===== config.mk =====
export PLATFORM = sky130hd
export DESIGN_NAME = ppp_div_stage
export DESIGN_NICKNAME = d
export VERILOG_FILES = /design/src/ppp_div_stage.sv
export SDC_FILE = /design/constraint.sdc
export NUM_CORES = 1
export LEC_CHECK = 0
export BUFFER_PORTS_ARGS = -buffer_cell sky130_fd_sc_hd__buf_2
export CORE_MARGIN = 2
export CORE_UTILIZATION = 50
export CTS_CLUSTER_DIAMETER = 80
export DETAILED_ROUTE_END_ITERATION = 8
export GPL_ROUTABILITY_DRIVEN = 0
export HOLD_SLACK_MARGIN = 0.03
export PLACE_DENSITY = 0.83
export SLEW_MARGIN = 20
export SYNTH_ARGS = -nofsm -noshare
export SYNTH_HDL_FRONTEND = slang
export SYNTH_SLANG_ARGS = --single-unit

===== constraint.sdc =====
create_clock -name clk -period 10 [get_ports clk]
set_clock_uncertainty 0.2 [all_clocks]
set_input_delay 1 -clock clk [delete_from_list [all_inputs] [get_ports clk]]
set_output_delay 1 -clock clk [all_outputs]
set_load 0.005 [all_outputs]

===== src/ppp_div_stage.sv =====
// One registered restoring-division step: decides one quotient bit.
// Depends on nothing; used by perspective_point_projector.
module ppp_div_stage #(
  parameter int NW  = 64,
  parameter int CW  = 50,
  parameter int QW  = 13,
  parameter int BIT = 12
) (
  input  logic          clk,
  input  logic          en,
  input  logic [NW-1:0] rem_in,
  input  logic [CW-1:0] d_in,
  input  logic [QW-1:0] q_in,
  output logic [NW-1:0] rem_out,
  output logic [CW-1:0] d_out,
  output logic [QW-1:0] q_out
);

  logic [NW-1:0] shifted;
  logic          take;

  assign shifted = NW'(d_in) << BIT;
  assign take    = rem_in >= shifted;

  always_ff @(posedge clk) begin
    if (en) begin
      rem_out <= take ? rem_in - shifted : rem_in;
      d_out   <= d_in;
      q_out   <= {q_in[QW-2:0], take};
    end
  end

endmodule


==> summary.md, run 1 <==
| Metric | Value |
|---|---|
| Buf/Inv on CP | 5 |
| Routed Antenna Nets | 0 |
| Post-Synth Simple-Gate Area | 12.4% |
| Vias per cell | 5.62 |
| Clock power share | 37.9% |
| Critical path, cell by cell | buf_2 -> inv_1 -> ha_1 -> fa_1 -> nand2b_1 -> a21oi_1 -> o31ai_1 -> a21oi_1 -> nor4_1 -> buf_4 -> a211oi_1 -> nor2_4 -> buf_4 -> inv_4 -> mux2_4 |
| CP Data Required Time | 9.98 ns |
| Flop pwr share | 40.2% |
| Min-Delay Path Class | input port to flip-flop |
| DR DRC count | 0 |
| CP max stage delay | 0.64 ns |
| Starting Density | 50.7% |
| Top-area cell type share of the netlist area | 49.8% |
| Yosys warns | 0 |
| Largest delay share family, worst path | simple AND/OR/NAND/NOR gates |
| Inst Count DP | 1178 |
| Bufs on Longest Clock Path | 2 |
| Synthesized cell area | 7650 um2 |
| Hold path depth | 1 |
| CP max stage cell | nor2_4 |
| Vias | 6808 |
| Outcome | complete, no violations |
| Async SR Flop Fraction | 0% |
| Setup TNS | 0 ns |
| Initial antenna violation count | 1 |
| Peak supply drop | 0.104 mV |
| Final setup margin | 5.15 ns |
| First-pass GRT wire length | 30800 um |
| Core area | 15100 um2 |
| Most frequently used flop master after synthesis | edfxtp_1 |
| Overall power | 0.00169 W |
| Area Growth Syn to Fin | 26.5% |
| Net Sw Power | 0.000472 W |
| Synth cell types | 57 |
| Buffers on Ports | 254 |
| Slew Viols, Final | 0 |
| Layout cells sized above 1 | 29.6% |
| Largest area contributor in the netlist | edfxtp_1 |
| Synth Register Bits | 127 |
| Hold_buf cts | 0 |
| Gr ovfl total | 0 |
| Combinational fraction of design power | 21.9% |
| Die Wd | 128 um |
| Total CTS buffers | 17 |
| Initial DRC Count | 509 |
| P_leak | 4.29 nW |
| NumNets Final | 1189 |
| Compound-Gate Fraction of Synth Area | 18.7% |
| IO Count | 256 |
| Post-DR wirelength/cell | 16.9 um |
| Power Density | 174 nW/um2 |
| Detailed Route WL | 20400 um |
| RSZ-0062 raised after global routing | false |
| Non-filler cells, final | 1211 |
| Tcrit/Tclk final | 48.5% |
| Detailed Routing Iterations Pass 1 | 5 |
| Post-synth EDFFs | 127 |
| P_int | 0.00121 W |
| Std-Cell Rows | 45 |
| Root Buffer | clkbuf_16 |
| Worst Hold Path EP | q_out[1] |
| CP arrival | 4.82 ns |
| Net Sw Frac | 28.0% |
| GRT Resource Usage Total | 24.3% |
| Post-DP HPWL | 15300 um |
| CTS tree | built |
| CP Max Fanout | 54 |
| Clock Sinks | 127 |
| Worst setup EP type | flip-flop |
| Synth Area in Adders | 8.43% |
| Synth top area cells | edfxtp_1 50%, ha_1 8.2%, o21ai_0 4.6%, nand2_1 4.6%, a21oi_1 4.0% |
| Slew at the pin with the worst max-slew slack | 0.941 ns |
| Syn nets | 941 |
| Fmax | 0.206 GHz |
| Mapped Cells | 761 |
| Setup bufs post-CTS | 0 |
| Largest family of logic cells by synthesized area | compound AO/OA/AOI/OAI gates |
| Mux cell area share after synthesis | 0.523% |
| Startpoint types | input port |
| XOR/XNOR share of the synthesized area | 5.03% |
| Mean Syn Cell Area | 10.1 um2 |
| WS Path Type | input port to flip-flop |
| Max cap viols | 0 |
| DP Worst Slack | 4.73 ns |
| Hold path start | q_in[0] |
| Clock slew at reported path FFs | 0.06 ns |
| H-tree Lvls | 4 |
| Slew margin rel. | 37.3% |
| Final count of hold timing violations | 0 |
| Die Span Y | 128 um |
| Sequential fraction of the synthesis area | 49.8% |
| PostCTS Resize Cnt | 0 |
| Largest net degree at the start of global routing | 77 |
| Vias in the first global route | 6263 |
| Die ar. | 16300 um2 |
| Setup violators final | 0 |
| Final min period | 4.85 ns |
cells by family after synthesis:
group,count (synthesis)
AOI/OAI and AO/OA,229
and+or+nand+nor,209
DFF,127
buffers and inverters,98
adders and majority gates,51
xor gates and xnor gates,44
muxes,3
final cells by class:
cell class	instances	area, um2
Tap cell	188	235
Clock buffer	17	425
Multi-Input combinational cell	536	3460
Clock inverter	15	181
Antenna cell	1	2.50
Fill cell	1233	5410
Timing Repair Buffer	258	1310
Sequential cell	127	3810
Inverter	69	262
worst max path at each step:
stage	start	end	slack, ns	cells after the start
floorplan	d_in[37]	rem_out[24]	6.08	13
global placement	rem_in[49]	rem_out[24]	4.78	12
detailed placement	d_in[37]	rem_out[29]	4.73	13
CTS	rem_in[12]	rem_out[29]	5.13	15
global route	rem_in[12]	rem_out[29]	4.70	15
finish	rem_in[12]	rem_out[29]	5.15	15
synth_stat cells (all sizes together) (10+ instances only):
library cell,n
edfxtp,127
a21oi,61
inv,69
clkbuf,19
nand3,10
xor2,21
nor2,45
nor3,14
nand4,18
a211oi,11
buf,10
o21a,11
a21o,23
o21ai,73
o21bai,10
nand2,93
ha,50
xnor2,23
o31ai,14
per-layer routing:
metal	GRT usage, %	up-vias	part of all wire [%]
met5	0	-	0
met4	8.14	0	2.9
met3	6.18	55	7.3
met2	41.3	309	48
met1	30.3	3160	42
li1	-	3284	-
layout by cell type, fill, tap and decap left out, types with 5 or more instances in the layout:
cell type / synthesis / layout
nand2_1: 93 / 93
inv_1: 68 / 68
a211oi_1: 10 / 10
xnor2_1: 23 / 23
nor3_1: 14 / 14
nor2_1: 44 / 44
edfxtp_1: 127 / 127
nand4_1: 18 / 18
o31ai_1: 13 / 13
xor2_1: 21 / 21
a21oi_1: 61 / 61
a21o_1: 23 / 23
inv_6: 0 / 5
buf_2: 9 / 253
nor4_1: 7 / 7
o21a_1: 11 / 11
nand3_1: 10 / 10
o21ai_0: 70 / 70
ha_1: 50 / 50
o21bai_1: 10 / 10
clkbuf_16: 0 / 17
sequential cells by signal, indices dropped and copies added, names as in the netlist:
| name | cells |
|---|---|
| rem_out | 64 |
| d_out | 50 |
| q_out | 13 |
through the flow:
step / instance area (um2) / util (%) / hold WS, ns
3_5_place_dp: 9070 / 60.1 / 0.979
5_1_grt: 9680 / 64.2 / 0.536
4_1_cts: 9680 / 64.2 / 0.541
2_1_floorplan: 7650 / - / 0.899
6_report: 9680 / 64.2 / 0.546
3_3_place_gp: 9070 / 60.1 / 0.977
power by group through the flow:
stage | clock [W] | combinational (W) | sequential (W)
3_3_place_gp | 0 | 0.000352 | 0.000685
6_report | 0.000640 | 0.000369 | 0.000677
4_1_cts | 0.000644 | 0.000366 | 0.000678
3_5_place_dp | 0 | 0.000360 | 0.000688
2_1_floorplan | 0 | 0.000200 | 0.000698
5_1_grt | 0.000667 | 0.000406 | 0.000683
(Power assumes the default switching activity.)
==> inputs of run 2 (changes only) <==
--- a/config.mk
+++ b/config.mk
@@ -5,9 +5,10 @@
 export SDC_FILE = /design/constraint.sdc
 export NUM_CORES = 1
 export LEC_CHECK = 0
+export ABC_AREA = 1
 export BUFFER_PORTS_ARGS = -buffer_cell sky130_fd_sc_hd__buf_2
 export CORE_MARGIN = 2
-export CORE_UTILIZATION = 50
+export CORE_UTILIZATION = 49
 export CTS_CLUSTER_DIAMETER = 80
 export DETAILED_ROUTE_END_ITERATION = 8
 export GPL_ROUTABILITY_DRIVEN = 0
==> constraint.sdc (replaced) <==
create_clock -name clk -period 4.25 [get_ports clk]
set_clock_uncertainty 0.2 [all_clocks]
set_input_delay 0.425 -clock clk [delete_from_list [all_inputs] [get_ports clk]]
set_output_delay 0.425 -clock clk [all_outputs]
set_load 0.005 [all_outputs]
==> run 2 against run 1 <==
  * Power increased by 140%
  * Non-clock buffer count is 72 higher
  * Sequential power grew 130%
  * Combinational power rose to 2.8 times the previous value
  * Clock power is 110% higher
  * Critical endpoint is now rem_out[47]
  * Hold slack worse by 0.46 ns
  * Setup slack got worse by 4.3 ns
  * Final cell count rose by 56%
  * Sequential cell count did not move
  * First-iteration DRC count up 58%
  * Cell area grew 24%
==> summary.md, run 2 <==
| Metric | Value |
|---|---|
| Power Density | 332 nW/um2 |
| Setup bufs post-CTS | 0 |
| Filler instances | 1624 |
| Synth Area in Adders | 7.03% |
| Biggest register | rem_out |
| RSZ-0062 raised after global routing | false |
| Yosys warns | 0 |
| Post-synth EDFFs | 127 |
| Bufs on Longest Clock Path | 2 |
| XOR/XNOR share of the synthesized area | 2.57% |
| Detailed Routing Iterations Pass 1 | 8 |
| Synth Register Bits | 127 |
| Slew margin rel. | 38.7% |
| CTS tree | built |
| Total CTS buffers | 17 |
| Largest area contributor in the netlist | edfxtp_1 |
| Gr ovfl total | 0 |
| First-pass GRT wire length | 41000 um |
| Mean Syn Cell Area | 7.03 um2 |
| Largest family of logic cells by synthesized area | simple AND/OR/NAND/NOR gates |
| Hold path start | rem_in[16] |
| Clock slew at reported path FFs | 0.06 ns |
| NumNets Final | 1827 |
| Root Buffer | clkbuf_16 |
| H-tree Lvls | 4 |
| Die Span Y | 141 um |
| Setup violators final | 0 |
| Mux cell area share after synthesis | 0% |
| GRT Resource Usage Total | 26.0% |
| Starting Density | 49.5% |
| Area Growth Syn to Fin | 30.4% |
| Vias | 9287 |
| Dominant cell by count in the synthesized netlist | nand2_1 |
| WS Path Type | input port to flip-flop |
| Vias in the first global route | 8912 |
| Largest net degree at the start of global routing | 66 |
| Min-Delay Path Class | input port to flip-flop |
| Final count of hold timing violations | 0 |
| CP arrival | 3.45 ns |
| Std-Cell Rows | 50 |
| Async SR Flop Fraction | 0% |
| Synth top area cells | edfxtp_1 42%, nand2_1 23%, inv_1 12%, ha_1 6.8%, nor2_1 3.8% |
| Die ar. | 19900 um2 |
| Top flop regs | rem_out: 64 flops, d_out: 50 flops, q_out: 13 flops |
| Peak supply drop | 0.281 mV |
| Post-Synth Simple-Gate Area | 32.6% |
| Minimum hold slack | 0.0873 ns |
| Routed Antenna Nets | 0 |
| Max cap viols | 0 |
| Commonest non-fill, non-tap cell in the layout | nand2_1 |
| Worst setup EP type | flip-flop |
| Compound-Gate Fraction of Synth Area | 3.44% |
| CP Max Fanout | 50 |
| Detailed Route WL | 25900 um |
| Synth cell types | 26 |
| Final min period | 3.37 ns |
| Buffers on Ports | 254 |
| Initial antenna violation count | 0 |
| Top cells by count, synth | 555 x nand2_1, 288 x inv_1, 127 x edfxtp_1 |
| CP startpoint | d_in[26] |
| Setup TNS | 0 ns |
| Most frequent cells in the layout | 555 x nand2_1, 288 x inv_1, 253 x buf_2 |
| DR DRC count | 0 |
| Ant. Diodes | 0 |
| Post-DR wirelength/cell | 13.7 um |
| Die Wd | 141 um |
| PostCTS Resize Cnt | 0 |
| IO Count | 256 |
| Most frequently used flop master after synthesis | edfxtp_1 |
| Initial DRC Count | 806 |
| Fmax | 0.297 GHz |
| CP Data Required Time | 4.33 ns |
| Post-DP HPWL | 20000 um |
| Tcrit/Tclk final | 79.3% |
| Syn nets | 1488 |
| Outcome | complete, no violations |
| Max reg flops | 64 |
| Startpoint types | input port |
| Layout cells sized above 1 | 17.8% |
| Synthesized cell area | 9190 um2 |
| Top-area cell type share of the netlist area | 41.5% |
| Slew at the pin with the worst max-slew slack | 0.920 ns |
| Slew Viols, Final | 0 |
| Sequential fraction of the synthesis area | 41.5% |
| Core area | 18600 um2 |
| Mapped Cells | 1308 |
| P_leak | 6.64 nW |
| Clock Sinks | 127 |
| Vias per cell | 4.90 |
[run 2: kinds of logic after synthesis]
kind of cell / count (synthesis)
simple gates: 747
buf+inv: 299
flops: 127
compound gates: 57
fa+ha+maj: 51
xor+xnor: 27
[run 2: timing repair]
item	4_1_cts	5_1_grt
endpoints found under the hold margin	74	0
hold buffers	74	0
endpoints found under the setup margin	0	0
[run 2: worst max-delay path: stages]
cell and delay (ns):
dlygate4sd3_1 0.52, buf_2 0.12, inv_1 0.04, ha_1 0.32, nand2_1 0.14, inv_1 0.05, a21oi_1 0.31, nand2_1 0.13
nand2_1 0.08, nand2_1 0.12, a21oi_2 0.20, nand2_4 0.07, inv_2 0.62, nand2_1 0.14, nand2_1 0.12
[run 2: worst paths after layout]
path | end | slack [ns] | depth (start not counted)
worst min-delay path | rem_out[16] | 0.09 | 3
worst max-delay path | rem_out[47] | 0.88 | 15
[run 2: metal layers]
metal / wire length, um / vias up / global-route usage [%]
met1: 10700 / 4025 / 32.2
met3: 2440 / 82 / 6.76
met4: 1070 / 0 / 11.6
met5: 0 / - / 0
met2: 11600 / 478 / 43.0
li1: - / 4702 / -
[run 2: layout make-up]
type	count	area, um2	area share [%]
Clock buffer	17	425	3.55
Clock inverter	15	123	1.02
Inverter	289	1080	9.06
Multi-Input combinational cell	882	4200	35.0
Sequential cell	127	3810	31.8
Tap cell	234	293	2.44
Timing Repair Buffer	330	2040	17.0
[run 2: where the power goes]
| group | internal (W) | leakage, nW | switching, W |
|---|---|---|---|
| sequential | 0.00155 | 1.24 | 0.0000319 |
| clock | 0.000798 | 0.270 | 0.000554 |
| combinational | 0.000415 | 5.12 | 0.000625 |
[run 2: stage by stage]
stage               util (%)  setup slack [ns]  std cells  power, W  instance area (um2)
floorplan                  -              1.82       1308   0.00219                 9190
global placement        57.5              1.12       1788   0.00256                10700
detailed placement      57.5              1.04       1788   0.00258                10700
CTS                     64.5             0.908       1894   0.00400                12000
global route            64.5             0.658       1894   0.00420                12000
finish                  64.5             0.879       1894   0.00398                12000
